**src/rtl/lphm_fifo.sv**
```systemverilog
module lphm_fifo #(
	parameter int WIDTH = 8,
	parameter int DEPTH = 2
) (
	input  logic             clk,
	input  logic             arst_n,
	input  logic             wr_en,
	input  logic [WIDTH-1:0] wr_data,
	output logic             full,
	input  logic             rd_en,
	output logic [WIDTH-1:0] rd_data,
	output logic             empty
);

	localparam int PW = (DEPTH > 1) ? $clog2(DEPTH) : 1;
	localparam int CW = $clog2(DEPTH + 1);
	localparam logic [PW-1:0] PTR_LAST = PW'(DEPTH - 1);

	logic [WIDTH-1:0] mem_q [DEPTH];
	logic [PW-1:0]    wptr_q;
	logic [PW-1:0]    rptr_q;
	logic [CW-1:0]    cnt_q;
	logic             do_wr;
	logic             do_rd;

	assign full = (cnt_q == CW'(DEPTH));
	assign empty = (cnt_q == '0);
	assign do_wr = wr_en & ~full;
	assign do_rd = rd_en & ~empty;
	assign rd_data = mem_q[rptr_q];

	always_ff @(posedge clk or negedge arst_n) begin
		if (!arst_n) begin
			wptr_q <= '0;
			rptr_q <= '0;
			cnt_q <= '0;
		end else begin
			if (do_wr) begin
				wptr_q <= (wptr_q == PTR_LAST) ? '0 : wptr_q + 1'b1;
			end
			if (do_rd) begin
				rptr_q <= (rptr_q == PTR_LAST) ? '0 : rptr_q + 1'b1;
			end
			if (do_wr && !do_rd) begin
				cnt_q <= cnt_q + 1'b1;
			end else if (do_rd && !do_wr) begin
				cnt_q <= cnt_q - 1'b1;
			end
		end
	end

	always_ff @(posedge clk) begin
		if (do_wr) begin
			mem_q[wptr_q] <= wr_data;
		end
	end

`ifndef SYNTHESIS
	a_fifo_level: assert property (@(posedge clk) disable iff (!arst_n)
		cnt_q <= CW'(DEPTH))
		else $error("queue level beyond its depth");

	a_fifo_full_empty: assert property (@(posedge clk) disable iff (!arst_n)
		!(full && empty))
		else $error("queue reported full and empty at once");

	a_fifo_ptr_range: assert property (@(posedge clk) disable iff (!arst_n)
		(wptr_q <= PTR_LAST) && (rptr_q <= PTR_LAST))
		else $error("queue pointer beyond its depth");
`endif

endmodule

```
**config.mk**
```make
export PLATFORM = sky130hd
export DESIGN_NAME = lphm_fifo
export DESIGN_NICKNAME = d
export VERILOG_FILES = /design/src/rtl/lphm_fifo.sv
export SDC_FILE = /design/constraint.sdc
export NUM_CORES = 1
export LEC_CHECK = 0
export BUFFER_PORTS_ARGS = -buffer_cell sky130_fd_sc_hd__buf_2
export CAP_MARGIN = 20
export CORE_MARGIN = 10
export CORE_UTILIZATION = 48
export CTS_CLUSTER_DIAMETER = 40
export DETAILED_ROUTE_END_ITERATION = 10
export PLACE_DENSITY = 0.74
export SLEW_MARGIN = 0
export SYNTH_ARGS = -nofsm -noshare
export SYNTH_HDL_FRONTEND = slang
export SYNTH_SLANG_ARGS = --single-unit
```
**constraint.sdc**
```tcl
create_clock -name clk -period 1.7 [get_ports clk]
set_input_delay 0.34 -clock clk [delete_from_list [all_inputs] [get_ports clk]]
set_output_delay 0.34 -clock clk [all_outputs]
set_load 0.02 [all_outputs]
```
==> metrics <==
register area share after synthesis=74.2%; die footprint=3640 µm²; I/O Buffers=21; layout cells sized above 1=45.8%; Die H=60.4 µm; DR WL/cell=15.1 µm; hpwl dp=1050 µm; total global-route track usage=7.69%; Static Leakage=0.414 nW; Mapped Cells=44; Inserted Clock Buffers=3; # nets final=86; # setup viols final=0; power per cell area=1740 nW/µm²; flop-to-flop setup slack=0.21 ns; Final period util=96.6%; status=complete, no violations; first-pass GRT wire length=2060 µm; grt total ovfl=0; Final GP Congestion=0.619; Clock Path Buffers=2; number of global-route vias before repair=451; TritonCTS Sinks=20; Worst Path Arrival=1.30 ns; Worst Path Max Fanout=9; I/O Pins=22; Via density=4.78; Final Power=1.69 mW; width of the die=60.4 µm; final worst clock skew=0.00566 ns; clk slew on worst S/H paths=0.11 ns; Worst-Margin Slew=0.369 ns; RSZ-0062 raised after global routing=true; initial DRC count=0; later-pin clock latency in the skew report=0.30 ns; fin util=63.8%; Core Rows=14; min-delay src=wr_data[3]; dpl cell area=917 µm²; Via Count=421; dpl ws=0.240 ns; max_cap viols=0; CP cell instances=mux2_2 > buf_2; Residual DRC=0; # diodes=0; relative max-transition margin=75.4%; # H-tree levels=1; Synth Register Bits=20; Startpoint Class=flip-flop; worst flop-to-flop path startpoint=cnt_q[0]; slowest library cell on the worst path=dfrtp_2; initial antenna violation count=0; design area=972 µm²; Area Growth Syn to Fin=24.3%; Final Max Tran Viols=0; Final Hold Fails=0; Detail Route Antenna Nets=0; final hold slack=0.227 ns; Root Buffer=clkbuf_4; Crit Path Class=flip-flop to output pin; Post-Synthesis Net Count=57; DRT Pass-1 Iters=1; CP endpoint kind=output pin; Mean Syn Cell Area=17.8 µm²; CP Launch Point=rptr_q; Initial Util=51.3%; Final min period=1.64 ns; Syn. warnings=0; total core area=1520 µm²; Distinct cells, synth=15; VDD IR max=0.911 mV; Req. time, crit path=1.36 ns; Layout fillers=116; CTS tree=done; Worst path max stage delay=0.49 ns; fin worst setup slack=0.0581 ns; Max Freq=609 MHz; HP Class=input pin to flip-flop; area of the mapped netlist=782 µm²; drt total wl=1330 µm; largest net degree at the start of global routing=12
==> flip-flops by register name (all words and copies together), names as in the netlist <==
| signal | flops |
|---|---|
| wptr_q | 1 |
| cnt_q | 2 |
| rptr_q | 1 |
| mem_q | 16 |
==> path summary, 6_finish.rpt <==
kind,cells after the start,endpoint
setup / recovery,2,rd_data[7]
hold / removal,1,mem_q[0][3]
setup reg to reg,7,cnt_q[1]
hold reg to reg,1,cnt_q[1]
max in group asynchronous,2,rptr_q
min in group asynchronous,2,cnt_q[1]
==> report_power, final <==
| part | leakage [nW] | total [mW] | internal (mW) | switching (mW) |
|---|---|---|---|---|
| registers | 0.194 | 0.793 | 0.687 | 0.106 |
| logic | 0.198 | 0.627 | 0.288 | 0.340 |
| clock network | 0.0210 | 0.270 | 0.131 | 0.139 |
==> layout by cell type (no fill, tap or decap), types with 2 or more instances in the layout <==
cell type,synthesis,final
xnor2_1,2,2
nor2_1,3,3
dfrtp_1,4,3
buf_2,1,21
clkbuf_4,0,3
edfxtp_1,16,16
buf_4,0,3
mux2_2,2,2
mux2_1,6,6
inv_1,2,2
xor2_1,2,2
==> per-stage QoR <==
stage	cells	setup TNS, ns
5_1_grt	88	-0.0471
4_1_cts	87	0
2_1_floorplan	44	0
6_report	88	0
3_5_place_dp	82	0
3_3_place_gp	82	0
==> timing repair <==
action,4_1_cts,5_1_grt
gates resized for setup,1,0
endpoints found under the setup margin,8,7
endpoints found under the hold margin,4,0
hold buffers,1,0
buffers inserted,0,1
==> layer usage <==
| layer | GRT usage [%] | up-vias | part of all wire [%] | wire length (µm) |
|---|---|---|---|---|
| li1 | - | 214 | - | - |
| met1 | 8.14 | 188 | 42 | 561 |
| met2 | 11.9 | 15 | 46 | 609 |
| met3 | 3.97 | 4 | 10 | 133 |
| met4 | 4.81 | 0 | 2.1 | 28 |
| met5 | 0 | - | 0 | 0 |
==> Yosys cell counts (all sizes together) <==
| cell | number | area, µm² |
|---|---|---|
| buf | 1 | 5.00 |
| dfrtp | 4 | 100 |
| o21ai | 1 | 5.00 |
| ha | 1 | 12.5 |
| nand2b | 1 | 6.26 |
| xor2 | 2 | 17.5 |
| nand2 | 1 | 6.26 |
| xnor2 | 3 | 33.8 |
| nor2 | 3 | 11.3 |
| mux2 | 8 | 90.1 |
| edfxtp | 16 | 480 |
| and3 | 1 | 6.26 |
| inv | 2 | 7.51 |
==> kinds of logic after synthesis <==
| logic type | synth area share [%] |
|---|---|
| AO/OA/AOI/OAI | 0.639 |
| XOR/XNOR | 6.56 |
| adder cells (fa/ha/maj) | 1.60 |
| buffers and inverters | 1.60 |
| flip-flops | 74.2 |
| multiplexers | 11.5 |
| AND/OR/NAND/NOR | 3.84 |
==> critical path: cells and delay by family, from the launching register on <==
| family | cells | cell delay, ns |
|---|---|---|
| flip-flops | 1 | 0.49 |
| multiplexers | 1 | 0.36 |
| buffers and inverters | 1 | 0.16 |
==> final cells by class <==
class / instances / area (µm²) / area share, %
clock buffers: 4 / 36.3 / 3.73
inverters: 2 / 7.51 / 0.772
multi-input cells: 21 / 189 / 19.4
flip-flops and latches: 20 / 582 / 59.8
well taps: 16 / 20.0 / 2.06
repair buffers: 25 / 138 / 14.2
Power figures use the tool's default switching activity.
