$ cat src/rtl/lphm_pkg.sv
package lphm_pkg;

	localparam int CAPACITY_DEF = 16;
	localparam int Q_DEPTH = 2;
	localparam int R_DEPTH = 2;

	localparam logic [63:0] MIX_C1 = 64'hbf58476d1ce4e5b9;
	localparam logic [63:0] MIX_C2 = 64'h94d049bb133111eb;
	localparam int MIX_SH1 = 30;
	localparam int MIX_SH2 = 27;
	localparam int MIX_SH3 = 31;

	localparam int MOD_BITS = 4;
	localparam int MOD_STEPS = 64 / MOD_BITS;
	localparam int DIG_W = $clog2(MOD_STEPS);

	localparam logic [1:0] PH_LL = 2'd0;
	localparam logic [1:0] PH_LH = 2'd1;
	localparam logic [1:0] PH_HL = 2'd2;
	localparam logic [1:0] PH_END = 2'd3;

	localparam int CNT_SAT = 31;

	typedef enum logic [1:0] {
		REQ_GET = 2'd0,
		REQ_SET = 2'd1,
		REQ_DEL = 2'd2
	} lphm_op_t;

	typedef enum logic [1:0] {
		ST_OK        = 2'd0,
		ST_NOT_FOUND = 2'd1,
		ST_FULL      = 2'd2
	} lphm_status_t;

	typedef enum logic [2:0] {
		F_IDLE,
		F_XS,
		F_MUL,
		F_FIN,
		F_MOD,
		F_PUSH
	} lphm_fstate_t;

	typedef enum logic [2:0] {
		B_CLR,
		B_IDLE,
		B_RD,
		B_CHK,
		B_DONE
	} lphm_bstate_t;

	typedef struct packed {
		logic [1:0]  req_type;
		logic [63:0] key;
		logic [63:0] new_value;
	} lphm_req_t;

	typedef struct packed {
		logic [63:0]  read_value;
		lphm_status_t status;
		logic [4:0]   live_count;
	} lphm_res_t;

	typedef struct packed {
		logic        used;
		logic        tomb;
		logic [63:0] key;
		logic [63:0] data;
	} lphm_slot_t;

endpackage

$ cat src/rtl/lphm_front.sv
module lphm_front #(
	parameter int CAPACITY = lphm_pkg::CAPACITY_DEF
) (
	input  logic                          clk,
	input  logic                          arst_n,
	input  logic                          push,
	input  logic                          hold,
	input  lphm_pkg::lphm_req_t           req_in,
	output logic                          full,
	output logic                          q_push,
	output lphm_pkg::lphm_req_t           q_item,
	output logic [$clog2(CAPACITY)-1:0]   q_home,
	input  logic                          q_full
);

	import lphm_pkg::*;

	localparam int IDXW = $clog2(CAPACITY);
	localparam bit CAP_POW2 = ((CAPACITY & (CAPACITY - 1)) == 0);
	localparam logic [IDXW:0] CAP_W = (IDXW + 1)'(CAPACITY);

	lphm_fstate_t      fs_q;
	lphm_fstate_t      fs_nx;
	logic              round_q;
	logic [1:0]        ph_q;
	logic [DIG_W-1:0]  dig_q;
	lphm_req_t         req_q;
	logic [63:0]       x_q;
	logic [63:0]       acc_q;
	logic [63:0]       prod_q;
	logic [63:0]       h_q;
	logic [IDXW-1:0]   rem_q;
	logic              accept;
	logic [31:0]       mul_a;
	logic [31:0]       mul_b;
	logic [63:0]       mul;
	logic [63:0]       cst;
	logic [63:0]       hfin;
	logic [IDXW-1:0]   mod_r;

	assign accept = push & ~full;
	assign cst = round_q ? MIX_C2 : MIX_C1;
	assign mul = mul_a * mul_b;
	assign hfin = acc_q ^ (acc_q >> MIX_SH3);

	always_comb begin
		case (ph_q)
			PH_LL: begin
				mul_a = x_q[31:0];
				mul_b = cst[31:0];
			end
			PH_LH: begin
				mul_a = x_q[31:0];
				mul_b = cst[63:32];
			end
			default: begin
				mul_a = x_q[63:32];
				mul_b = cst[31:0];
			end
		endcase
	end

	always_comb begin
		logic [IDXW:0]   t;
		logic [IDXW-1:0] r;
		r = rem_q;
		for (int i = 0; i < MOD_BITS; i++) begin
			t = {r, h_q[63 - i]};
			if (t >= CAP_W) begin
				t = t - CAP_W;
			end
			r = t[IDXW-1:0];
		end
		mod_r = r;
	end

	always_comb begin
		fs_nx = fs_q;
		unique case (fs_q)
			F_IDLE: begin
				if (accept) begin
					fs_nx = F_XS;
				end
			end
			F_XS: fs_nx = F_MUL;
			F_MUL: begin
				if (ph_q == PH_END) begin
					fs_nx = round_q ? F_FIN : F_XS;
				end
			end
			F_FIN: fs_nx = CAP_POW2 ? F_PUSH : F_MOD;
			F_MOD: begin
				if (dig_q == DIG_W'(MOD_STEPS - 1)) begin
					fs_nx = F_PUSH;
				end
			end
			F_PUSH: begin
				if (!q_full) begin
					fs_nx = F_IDLE;
				end
			end
			default: fs_nx = F_IDLE;
		endcase
	end

	always_comb begin
		full = (fs_q != F_IDLE) | hold;
		q_push = (fs_q == F_PUSH) & ~q_full;
		q_item = req_q;
		q_home = rem_q;
	end

	always_ff @(posedge clk or negedge arst_n) begin
		if (!arst_n) begin
			fs_q <= F_IDLE;
			round_q <= 1'b0;
			ph_q <= PH_LL;
			dig_q <= '0;
		end else begin
			fs_q <= fs_nx;
			unique case (fs_q)
				F_IDLE: round_q <= 1'b0;
				F_XS: ph_q <= PH_LL;
				F_MUL: begin
					ph_q <= ph_q + 1'b1;
					if (ph_q == PH_END) begin
						round_q <= 1'b1;
					end
				end
				F_FIN: dig_q <= '0;
				F_MOD: dig_q <= dig_q + 1'b1;
				default: ;
			endcase
		end
	end

	always_ff @(posedge clk) begin
		unique case (fs_q)
			F_IDLE: begin
				if (accept) begin
					req_q <= req_in;
				end
			end
			F_XS: begin
				x_q <= round_q ? (acc_q ^ (acc_q >> MIX_SH2))
					: (req_q.key ^ (req_q.key >> MIX_SH1));
			end
			F_MUL: begin
				prod_q <= mul;
				case (ph_q)
					PH_LH: acc_q <= prod_q;
					PH_HL, PH_END: acc_q[63:32] <= acc_q[63:32] + prod_q[31:0];
					default: ;
				endcase
			end
			F_FIN: begin
				h_q <= hfin;
				rem_q <= CAP_POW2 ? hfin[IDXW-1:0] : '0;
			end
			F_MOD: begin
				rem_q <= mod_r;
				h_q <= h_q << MOD_BITS;
			end
			default: ;
		endcase
	end

endmodule

$ cat config.mk
export PLATFORM = sky130hd
export DESIGN_NAME = lphm_front
export DESIGN_NICKNAME = d
export VERILOG_FILES = /design/src/rtl/lphm_pkg.sv /design/src/rtl/lphm_front.sv
export SDC_FILE = /design/constraint.sdc
export NUM_CORES = 2
export LEC_CHECK = 0
export ABC_CLOCK_PERIOD_IN_PS = 9900
export BUFFER_PORTS_ARGS = -buffer_cell sky130_fd_sc_hd__buf_2
export CAP_MARGIN = 15
export CORE_MARGIN = 3
export CORE_UTILIZATION = 55
export CTS_BUF_LIST = sky130_fd_sc_hd__clkbuf_4 sky130_fd_sc_hd__clkbuf_8
export DETAILED_ROUTE_END_ITERATION = 16
export GPL_TIMING_DRIVEN = 0
export PLACE_DENSITY = 0.73
export SYNTH_ARGS = -nofsm -noshare
export SYNTH_HDL_FRONTEND = slang
export SYNTH_SLANG_ARGS = --single-unit
$ cat constraint.sdc
create_clock -name clk -period 9.9 [get_ports clk]
set_clock_uncertainty 0.05 [all_clocks]
set_input_delay 0.99 -clock clk [delete_from_list [all_inputs] [get_ports clk]]
set_output_delay 0.99 -clock clk [all_outputs]
set_load 0.01 [all_outputs]
==> results.md <==
- Starting Density: 0.559
- Core box area: 0.0826 sq mm
- H-tree Lvls: 2
- Ports: 271
- Vias in the first global route: 34900
- Area share of the leading cell type in the synthesized netlist: 0.349
- Synthesized cell area: 0.0462 sq mm
- Wirelength, routed: 163000 microns
- Die area: 0.0875 sq mm
- Post-DP Area: 0.0492 sq mm
- Synthesis warning total: 0
- WS Path Type: reg2reg
- FP Rows: 105
- Relative slew slack: 0.116
- First-pass GRT wire length: 235000 microns
- # clock sinks: 400
- Post-route cell area: 0.0509 sq mm
- Final HPWL DP: 138000 microns
- Total grt overflow: 0
- Yosys reg bits: 400
- Commonest cells post-synth: 1041 x inv_1, 805 x fa_1, 392 x nand2_1
- Number of CTS-inserted buffers: 54
- Status: finished, final reports clean
- Pre-antenna DRT Iters: 6
- Slowest stage delay, CP: 0.67 ns
- DRC errors left: 0
- Final setup fails: 0
- Crit path DAT: 10.10 ns
- Final core utilization: 0.615
- Nets: 6020
- WHS: 0.129 ns
- CP Max Fanout: 10
- Fin crit period: 9.78 ns
- Distinct cells, synth: 77
- Register area share after synthesis: 0.259
- Post-route ant nets: 0
- Max-cap violations: 0
- Crit share post-route: 0.988
- Chip height: 296 microns
- Drt via density: 5.80
- Post-synthesis cell count: 4329
- Number of synthesized flops with an enable pin: 390
- Main flop type after synthesis: edfxtp_1
- Worst-Skew Late Latency: 0.66 ns
- Ranking of synthesized cells by area: fa_1 35%, edfxtp_1 25%, ha_1 10%, inv_1 8.5%, nand2_1 3.2%
- Largest net degree at the start of global routing: 68
- Avg Synthesized Cell Area: 10.7 sq um
- DR iter-0 viols: 3850
- Layout cell share with drive strength beyond 1: 0.124
- Per-cell routed wire length: 28.0 microns
- Worst Max-Slew Pin Slew: 1.32 ns
- Slew Limit Fails: 0
- Worst hold path type: in2async
- Initial antenna violation count: 4
- Worst-path clk slew: 0.07 ns
- Slowest-stage cell, CP: fa_1
- Total number of vias: 33700
- Synth-to-Final Area Change: 10.0%
- Yosys top cell by area: fa_1
- WP data required: 10.22 ns
- Port-buffer cells: 270
- Worst setup EP type: register
- Syn nets: 5655
- Root buf cell: clkbuf_8
- Peak Freq: 102 MHz
- Most common cell in the synthesized netlist: inv_1
- CP startpoint kind: register
- Die Wd: 296 microns
- CP most frequent cell: fa_1
- Final Hold Viols: 0
- Clock Path Buffers: 3
- Tot GR Track Use: 0.380
- CTS tree: yes
- Async set-reset flop share out of synthesis: 0.0250
- Placer congestion estimate: 1.06
- Unrepaired setup endpoints after global routing: yes
-- layout make-up --
class	count	area [sq um]
well taps	1070	1340
diodes	2	5.00
clock inverters	26	116
fillers	6887	31800
repair buffers	313	1790
clock buffers	70	863
inverters	1047	3980
plain buffers	121	557
flip-flops and latches	400	12000
multi-input cells	2757	30200
-- per-layer routing --
layer  track usage  up-vias  share of wire
li1              -    14200              -
met4         0.201        8          0.068
met5             0        -        0.00077
met3        0.0958      468           0.12
met2         0.564     2098           0.43
met1         0.521    16900           0.38
-- sequential cells by signal, summed over array words and instances, names as in the netlist --
signal,flops
q_item,130
acc_q,64
h_q,64
prod_q,64
x_q,64
dig_q,4
q_home,4
fs_q,3
ph_q,2
round_q,1
-- path summary, 6_finish.rpt --
check | slack, ns | cells past startpoint | endpoint | start
max | 0.12 | 28 | prod_q[55] | round_q
min reg2reg | 0.43 | 0 | acc_q[31] | prod_q[31]
min in group clk | 0.43 | 0 | acc_q[31] | prod_q[31]
max reg2reg | 0.12 | 28 | prod_q[55] | round_q
max in group asynchronous | 9.46 | 1 | round_q | arst_n
min | 0.13 | 1 | dig_q[2] | arst_n
-- cell families after synthesis --
family,count (synthesis),synth area share
adder cells (fa/ha/maj),1191,0.453
buffers and inverters,1172,0.0957
AND/OR/NAND/NOR,838,0.0769
AO/OA/AOI/OAI,473,0.0640
flip-flops,400,0.259
XOR/XNOR,194,0.0368
multiplexers,61,0.0146
-- cell usage in the layout, fill, tap and decap left out, types with 16 or more instances in the layout --
cell type	instances
nor2_2	24
nand3_1	16
and3_1	26
inv_1	1029
edfxtp_1	390
buf_2	279
mux2_2	36
and2_1	31
clkbuf_4	20
o21ai_0	148
buf_4	32
clkbuf_1	85
a21oi_1	124
fa_1	805
xor2_1	74
nand2_1	386
xnor2_1	120
clkinv_1	20
nand2b_1	21
ha_1	385
clkbuf_8	54
a21o_1	58
nor2_1	250
-- worst max-delay path: cells and delay by family (launching register included) --
| kind | cells | cell delay [ns] |
|---|---|---|
| xor gates and xnor gates | 1 | 0.16 |
| adders and majority gates | 9 | 4.72 |
| and+or+nand+nor | 1 | 0.15 |
| AOI/OAI and AO/OA | 8 | 1.69 |
| DFF | 1 | 0.54 |
| buffers and inverters | 9 | 2.12 |
-- what timing repair did --
item / in CTS / in global routing
setup endpoints to repair: 44 / 32
setup buffers: 12 / 11
hold buffers: 0 / 0
pin swaps: 2 / 2
resized for setup: 77 / 88
-- stage by stage --
step	cells	TNS (ns)	setup WS (ns)
after global routing	5804	-0.0766	-0.0328
after floorplan	4329	0	1.28
final	5806	0	0.116
after detailed placement	5689	-37.87	-1.84
after CTS	5795	0	0.00411
after global placement	5669	-57.53	-2.29
Power is not shown: default switching activity piles up to over one toggle a cycle in this logic, so the estimate is an artifact.
