--- config.mk ---
export PLATFORM = sky130hd
export DESIGN_NAME = lphm_back
export DESIGN_NICKNAME = d
export VERILOG_FILES = /design/src/rtl/lphm_pkg.sv /design/src/rtl/lphm_back.sv
export SDC_FILE = /design/constraint.sdc
export NUM_CORES = 2
export LEC_CHECK = 0
export BUFFER_PORTS_ARGS = -buffer_cell sky130_fd_sc_hd__buf_2
export CAP_MARGIN = 20
export CORE_ASPECT_RATIO = 0.75
export CORE_MARGIN = 3
export CORE_UTILIZATION = 40
export CTS_CLUSTER_SIZE = 24
export DETAILED_ROUTE_END_ITERATION = 10
export PLACE_DENSITY = 0.63
export SLEW_MARGIN = 20
export SYNTH_ARGS = -nofsm -noshare
export SYNTH_HDL_FRONTEND = slang
export SYNTH_SLANG_ARGS = --single-unit
--- constraint.sdc ---
create_clock -name clk -period 18.63 [get_ports clk]
set_clock_uncertainty 0.1 [all_clocks]
set_input_delay 1.863 -clock clk [delete_from_list [all_inputs] [get_ports clk]]
set_output_delay 1.863 -clock clk [all_outputs]
set_load 0.01 [all_outputs]
--- src/rtl/lphm_pkg.sv ---
package lphm_pkg;

	localparam int CAPACITY_DEF = 16;
	localparam int Q_DEPTH = 2;
	localparam int R_DEPTH = 2;

	localparam logic [63:0] MIX_C1 = 64'hbf58476d1ce4e5b9;
	localparam logic [63:0] MIX_C2 = 64'h94d049bb133111eb;
	localparam int MIX_SH1 = 30;
	localparam int MIX_SH2 = 27;
	localparam int MIX_SH3 = 31;

	localparam int MOD_BITS = 4;
	localparam int MOD_STEPS = 64 / MOD_BITS;
	localparam int DIG_W = $clog2(MOD_STEPS);

	localparam logic [1:0] PH_LL = 2'd0;
	localparam logic [1:0] PH_LH = 2'd1;
	localparam logic [1:0] PH_HL = 2'd2;
	localparam logic [1:0] PH_END = 2'd3;

	localparam int CNT_SAT = 31;

	typedef enum logic [1:0] {
		REQ_GET = 2'd0,
		REQ_SET = 2'd1,
		REQ_DEL = 2'd2
	} lphm_op_t;

	typedef enum logic [1:0] {
		ST_OK        = 2'd0,
		ST_NOT_FOUND = 2'd1,
		ST_FULL      = 2'd2
	} lphm_status_t;

	typedef enum logic [2:0] {
		F_IDLE,
		F_XS,
		F_MUL,
		F_FIN,
		F_MOD,
		F_PUSH
	} lphm_fstate_t;

	typedef enum logic [2:0] {
		B_CLR,
		B_IDLE,
		B_RD,
		B_CHK,
		B_DONE
	} lphm_bstate_t;

	typedef struct packed {
		logic [1:0]  req_type;
		logic [63:0] key;
		logic [63:0] new_value;
	} lphm_req_t;

	typedef struct packed {
		logic [63:0]  read_value;
		lphm_status_t status;
		logic [4:0]   live_count;
	} lphm_res_t;

	typedef struct packed {
		logic        used;
		logic        tomb;
		logic [63:0] key;
		logic [63:0] data;
	} lphm_slot_t;

endpackage

--- src/rtl/lphm_back.sv ---
module lphm_back #(
	parameter int CAPACITY = lphm_pkg::CAPACITY_DEF
) (
	input  logic                          clk,
	input  logic                          arst_n,
	input  logic                          q_empty,
	output logic                          q_pop,
	input  lphm_pkg::lphm_req_t           q_item,
	input  logic [$clog2(CAPACITY)-1:0]   q_home,
	input  logic                          r_full,
	output logic                          r_push,
	output lphm_pkg::lphm_res_t           r_data,
	output logic                          clearing
);

	import lphm_pkg::*;

	localparam int IDXW = $clog2(CAPACITY);
	localparam int CNTW = $clog2(CAPACITY + 1);
	localparam logic [IDXW-1:0] IDX_LAST = IDXW'(CAPACITY - 1);

	lphm_slot_t      slot_mem [CAPACITY];
	lphm_slot_t      rd_q;

	lphm_bstate_t    bs_q;
	lphm_bstate_t    bs_nx;
	logic [IDXW-1:0] clr_q;
	lphm_req_t       req_q;
	logic [IDXW-1:0] idx_q;
	logic [IDXW-1:0] step_q;
	logic            fvld_q;
	logic [IDXW-1:0] fidx_q;
	logic            wen_q;
	logic [IDXW-1:0] widx_q;
	lphm_slot_t      wword_q;
	lphm_status_t    st_q;
	logic [63:0]     rv_q;
	logic            inc_q;
	logic            dec_q;
	logic [CNTW-1:0] cnt_q;
	logic [CNTW-1:0] cnt_nx;

	logic [IDXW-1:0] nxt_idx;
	logic            hit;
	logic            blank;
	logic            last;
	logic            stop;
	logic            fr_vld;
	logic [IDXW-1:0] fr_idx;
	logic            d_wen;
	logic [IDXW-1:0] d_widx;
	lphm_slot_t      d_word;
	lphm_status_t    d_st;
	logic [63:0]     d_rv;
	logic            d_inc;
	logic            d_dec;
	logic            done;
	logic            mem_we;
	logic [IDXW-1:0] mem_waddr;
	lphm_slot_t      mem_wdata;
	logic [IDXW-1:0] mem_raddr;

	assign nxt_idx = (idx_q == IDX_LAST) ? '0 : idx_q + 1'b1;
	assign hit = rd_q.used & (rd_q.key == req_q.key);
	assign blank = ~rd_q.used & ~rd_q.tomb;
	assign last = (step_q == IDX_LAST);
	assign stop = hit | blank | last;
	assign fr_vld = fvld_q | ~rd_q.used;
	assign fr_idx = fvld_q ? fidx_q : idx_q;

	always_comb begin
		d_wen = 1'b0;
		d_widx = idx_q;
		d_word = '{used: 1'b1, tomb: 1'b0, key: req_q.key, data: req_q.new_value};
		d_st = ST_NOT_FOUND;
		d_rv = '0;
		d_inc = 1'b0;
		d_dec = 1'b0;
		case (req_q.req_type)
			REQ_GET: begin
				if (hit) begin
					d_st = ST_OK;
					d_rv = rd_q.data;
				end
			end
			REQ_SET: begin
				if (hit) begin
					d_wen = 1'b1;
					d_st = ST_OK;
				end else if (fr_vld) begin
					d_wen = 1'b1;
					d_widx = fr_idx;
					d_inc = 1'b1;
					d_st = ST_OK;
				end else begin
					d_st = ST_FULL;
				end
			end
			REQ_DEL: begin
				if (hit) begin
					d_wen = 1'b1;
					d_word = '{used: 1'b0, tomb: 1'b1, key: rd_q.key, data: rd_q.data};
					d_dec = 1'b1;
					d_st = ST_OK;
				end
			end
			default: ;
		endcase
	end

	always_comb begin
		if (inc_q) begin
			cnt_nx = cnt_q + 1'b1;
		end else if (dec_q && cnt_q != '0) begin
			cnt_nx = cnt_q - 1'b1;
		end else begin
			cnt_nx = cnt_q;
		end
	end

	always_comb begin
		bs_nx = bs_q;
		unique case (bs_q)
			B_CLR: begin
				if (clr_q == IDX_LAST) begin
					bs_nx = B_IDLE;
				end
			end
			B_IDLE: begin
				if (!q_empty) begin
					if (q_item.req_type == REQ_GET || q_item.req_type == REQ_SET
						|| q_item.req_type == REQ_DEL) begin
						bs_nx = B_RD;
					end else begin
						bs_nx = B_DONE;
					end
				end
			end
			B_RD: bs_nx = B_CHK;
			B_CHK: begin
				if (stop) begin
					bs_nx = B_DONE;
				end
			end
			B_DONE: begin
				if (!r_full) begin
					bs_nx = B_IDLE;
				end
			end
			default: bs_nx = B_IDLE;
		endcase
	end

	always_comb begin
		clearing = (bs_q == B_CLR);
		q_pop = (bs_q == B_IDLE) & ~q_empty;
		done = (bs_q == B_DONE) & ~r_full;
		r_push = done;
		r_data.read_value = rv_q;
		r_data.status = st_q;
		r_data.live_count = (32'(cnt_nx) > 32'(CNT_SAT)) ? 5'(CNT_SAT) : 5'(cnt_nx);
		mem_we = clearing | (done & wen_q);
		mem_waddr = clearing ? clr_q : widx_q;
		mem_wdata = clearing ? '0 : wword_q;
		mem_raddr = (bs_q == B_CHK) ? nxt_idx : idx_q;
	end

	always_ff @(posedge clk) begin
		if (mem_we) begin
			slot_mem[mem_waddr] <= mem_wdata;
		end
		rd_q <= slot_mem[mem_raddr];
	end

	always_ff @(posedge clk or negedge arst_n) begin
		if (!arst_n) begin
			bs_q <= B_CLR;
			clr_q <= '0;
			cnt_q <= '0;
		end else begin
			bs_q <= bs_nx;
			if (clearing) begin
				clr_q <= clr_q + 1'b1;
			end
			if (done) begin
				cnt_q <= cnt_nx;
			end
		end
	end

	always_ff @(posedge clk) begin
		unique case (bs_q)
			B_IDLE: begin
				if (!q_empty) begin
					req_q <= q_item;
					idx_q <= q_home;
					step_q <= '0;
					fvld_q <= 1'b0;
					wen_q <= 1'b0;
					st_q <= ST_NOT_FOUND;
					rv_q <= '0;
					inc_q <= 1'b0;
					dec_q <= 1'b0;
				end
			end
			B_CHK: begin
				if (stop) begin
					wen_q <= d_wen;
					widx_q <= d_widx;
					wword_q <= d_word;
					st_q <= d_st;
					rv_q <= d_rv;
					inc_q <= d_inc;
					dec_q <= d_dec;
				end else begin
					fvld_q <= fr_vld;
					fidx_q <= fr_idx;
					idx_q <= nxt_idx;
					step_q <= step_q + 1'b1;
				end
			end
			default: ;
		endcase
	end

`ifndef SYNTHESIS
	a_count_range: assert property (@(posedge clk) disable iff (!arst_n)
		cnt_q <= CNTW'(CAPACITY))
		else $error("live entry count exceeds the capacity");

	a_no_pop_in_clear: assert property (@(posedge clk) disable iff (!arst_n)
		clearing |-> !q_pop)
		else $error("request taken while the slot table is being cleared");

	a_full_only_on_set: assert property (@(posedge clk) disable iff (!arst_n)
		(r_push && r_data.status == ST_FULL) |-> (req_q.req_type == REQ_SET))
		else $error("table full reported for a request other than set");

	a_write_commits: assert property (@(posedge clk) disable iff (!arst_n)
		(mem_we && !clearing) |-> r_push)
		else $error("slot written without a result transfer");
`endif

endmodule

==> qor.csv <==
stage;metric;value;unit
detailed_routing;wirelength;245.5;mm
yosys;syn_avg_cell_area;17.85;sq um
setup_path;start_kind;register;
placed_design;hpwl;127.6;mm
sta;grt_setup_unrepaired;no;
setup_path;cp_slowest_stage_delay;0.83;ns
placed_design;placed_area;101700;sq um
clocking;cts.sinks;2568;
placed_design;portBuffers;211;
run;cap_violations;0;
detailed_routing;viasPerCell;5.636;
clocking;cts_setup_buffers;0;
global_routing;grt_overflow;0;
setup_path;r2r_slack;12.19;ns
sta;fin_crit_sh;34.59;%
sta;setup_tns;0;ns
setup_path;critPathRequiredTime;19.35;ns
layout;layout_common_cells;edfxtp_1 (2,426), nand2_1 (620), mux4_2 (300), clkbuf_16 (249), nand3_1 (232);
yosys;synth_cell_types;69;
detailed_routing;drtPass1Iterations;6;
setup_path;crit_family;buffers and inverters;
sta;drv_slew;0;
setup_path;worst-path-buf-inv;5;
floorplanning;die_y;432.1;microns
setup_path;crit_chain;ha_1 > and3_1 > nor3_4 > buf_4 > nor2_4 > buf_6 > buf_4 > buf_4 > buf_4 > mux4_2 > a22oi_1 > nand2_1;
yosys;synth_cells;5423;
detailed_routing;remaining_drc_errors;0;
sta;slew_headroom;20.22;%
yosys;ys.flop_type;edfxtp_1;
detailed_routing;route.vias.total;51057;
clocking;cts.path.max_buffers;4;
sta;period_needed;6.445;ns
floorplanning;ios;212;
min_path;holdPathStages;0;
detailed_routing;drtAntennaViolNets;0;
yosys;synth_area;96820;sq um
clocking;clk_latency;0.95;ns
layout;fin_nets;5776;
yosys;syn_nets;5569;
setup_path;cp_common_cell;buf_4;
setup_path;cpMaxStageDelayCell;buf_4;
global_routing;grt_pass1_wl;354.9;mm
setup_path;r2r.worst_path.cells;12;
min_path;worstHoldPathType;reg2reg;
layout;num-fill-cells;20114;
clocking;clk_pin_slew;0.07;ns
setup_path;endpoint_kind;register;
floorplanning;core_area;239300;sq um
yosys;synth_edf_count;2426;
run_status;status;finished, final reports clean;
yosys;async_reset_ff_share;0.4673;%
global_routing;antenna_found_initial;11;
yosys;yosysWarnings;0;
clocking;htreeDepth;4;
clocking;cts_buffers;247;
layout;final_common_cell;edfxtp_1;
sta;fmax;0.1552;GHz
power_and_ir_drop;p_leak;36.04;nW
clocking;hold_buffers;0;
clocking;cts_tree;done;
power_and_ir_drop;vdd_ir_drop_max;160.1;uV
yosys;yosysSeqAreaShare;78.24;%
yosys;ys_seq_elements;2568;
detailed_routing;wl_per_cell;27.10;microns
setup_path;arrival;7.17;ns
floorplanning;start_util;40.45;%
power_and_ir_drop;power.total;18.14;mW
layout;final_layout_size_suffix_gt1_share;19.92;%
layout;fin_area;110100;sq um
detailed_routing;drt_iter0_drc;5735;
floorplanning;rows;155;
global_routing;grt_max_degree;149;
clocking;cts_root_buf;clkbuf_16;
sta;finalSetupViolCount;0;
setup_path;cp.depth;12;
placed_design;place.gp.congestion;0.7988;
clocking;cts_resized;0;
power_and_ir_drop;power.density;164.8;nW/um^2
sta;finalHoldViolCount;0;
global_routing;grt_use_total;19.37;%
sta;worst_pin_slew;1.197;ns
floorplanning;chipWidth;574.1;microns
floorplanning;dieArea;248000;sq um
setup_path;critical_path_class;reg2reg;
layout;syn_to_final_growth;13.71;%
global_routing;grt_pass1_vias;50099;
setup_path;cp_max_fo;74;
==> kinds of logic (layout without fill, tap and decap cells) <==
kind of cell | after synthesis | count (layout) | synth area share [%]
buffers and inverters | 384 | 799 | 1.612
adder cells (fa/ha/maj) | 8 | 8 | 0.1034
flip-flops | 2568 | 2568 | 78.24
multiplexers | 467 | 467 | 8.820
AND/OR/NAND/NOR | 1374 | 1374 | 6.706
AO/OA/AOI/OAI | 561 | 561 | 3.962
other | 0 | 3 | 0
XOR/XNOR | 61 | 61 | 0.5518
==> worst register-to-register path: cells and delay by family (launching register included) <==
kind / cells / cell delay [ns]
buf+inv: 5 / 3.47
mux: 1 / 0.63
flops: 1 / 0.69
fa+ha+maj: 1 / 0.46
compound gates: 1 / 0.23
simple gates: 4 / 0.83
==> final timing paths <==
check | end | startpoint
hold / removal | wword_q[84] | req_q[84]
hold reg to reg | wword_q[84] | req_q[84]
max in group asynchronous | clr_q[0] | arst_n
setup / recovery | rd_q[125] | idx_q[0]
setup reg to reg | rd_q[125] | idx_q[0]
min in group asynchronous | cnt_q[3] | arst_n
==> registers in the layout (all words and copies together), names as in the netlist, 5 cells and up <==
name and cells:
rd_q 130, wword_q 130, req_q 130, cnt_q 5, slot_mem 2080, rv_q 64
==> metrics by stage <==
stage	setup WS, ns	instances	util [%]	hold WS (ns)
floorplan	5.718	5423	-	0.3874
global placement	11.73	8596	42.50	0.3565
detailed placement	12.07	8598	42.51	0.3575
CTS	12.18	9055	45.96	0.3732
global route	11.73	9056	46.00	0.3855
finish	12.19	9059	46.00	0.3776
==> per-layer routing <==
metal	part of all wire [%]	GRT usage, %
met3	8.6	3.446
met1	43	28.39
met5	0	0
met2	46	30.18
met4	2.4	4.645
==> power breakdown <==
part           total [mW]  internal [mW]  leakage [nW]  switching [mW]
Combinational        5.35           1.81          8.68            3.55
Clock                5.10           2.94          4.04            2.16
Sequential           7.68           7.39          23.3           0.292
==> cells in the mapped netlist (5+ instances only) <==
cell type,instances,area share (%)
a21oi_1,146,0.75
nor2b_1,136,0.88
o211ai_1,6,0.047
o221ai_1,20,0.18
or4_1,20,0.16
edfxtp_1,2426,75
nand2b_1,31,0.20
a31oi_1,25,0.16
inv_1,26,0.10
dfxtp_1,130,2.7
clkbuf_1,263,1.0
nand4_1,11,0.071
o22ai_1,11,0.071
and3_1,26,0.17
o2111a_1,19,0.22
mux2_1,5,0.058
a22o_1,11,0.10
a32oi_1,40,0.36
mux2i_1,78,0.81
mux4_2,300,7.0
and4_1,6,0.054
nand3_1,232,1.2
buf_6,6,0.070
xnor2_1,12,0.11
buf_2,56,0.29
nand2_1,623,2.4
nor2_1,129,0.50
a221o_1,9,0.093
nor4_1,29,0.19
and2_1,70,0.45
dfrtp_1,12,0.31
a21o_1,5,0.039
xor2_1,49,0.44
o2111ai_1,24,0.22
a211oi_1,40,0.31
a22oi_1,109,0.85
mux2_2,84,0.98
nor3_1,36,0.19
ha_1,8,0.10
o21ai_0,76,0.39
buf_1,31,0.12
==> cell type report <==
type	instances	area, sq um	area share [%]
diodes	3	7.507	0.006820
clock buffers	320	6748	6.130
clock inverters	137	1518	1.379
inverters	27	106.4	0.09661
multi-input cells	2471	19910	18.09
flip-flops and latches	2568	75750	68.81
well taps	3218	4026	3.658
repair buffers	315	2013	1.829
Note: power is estimated with default switching activity, not from simulation.
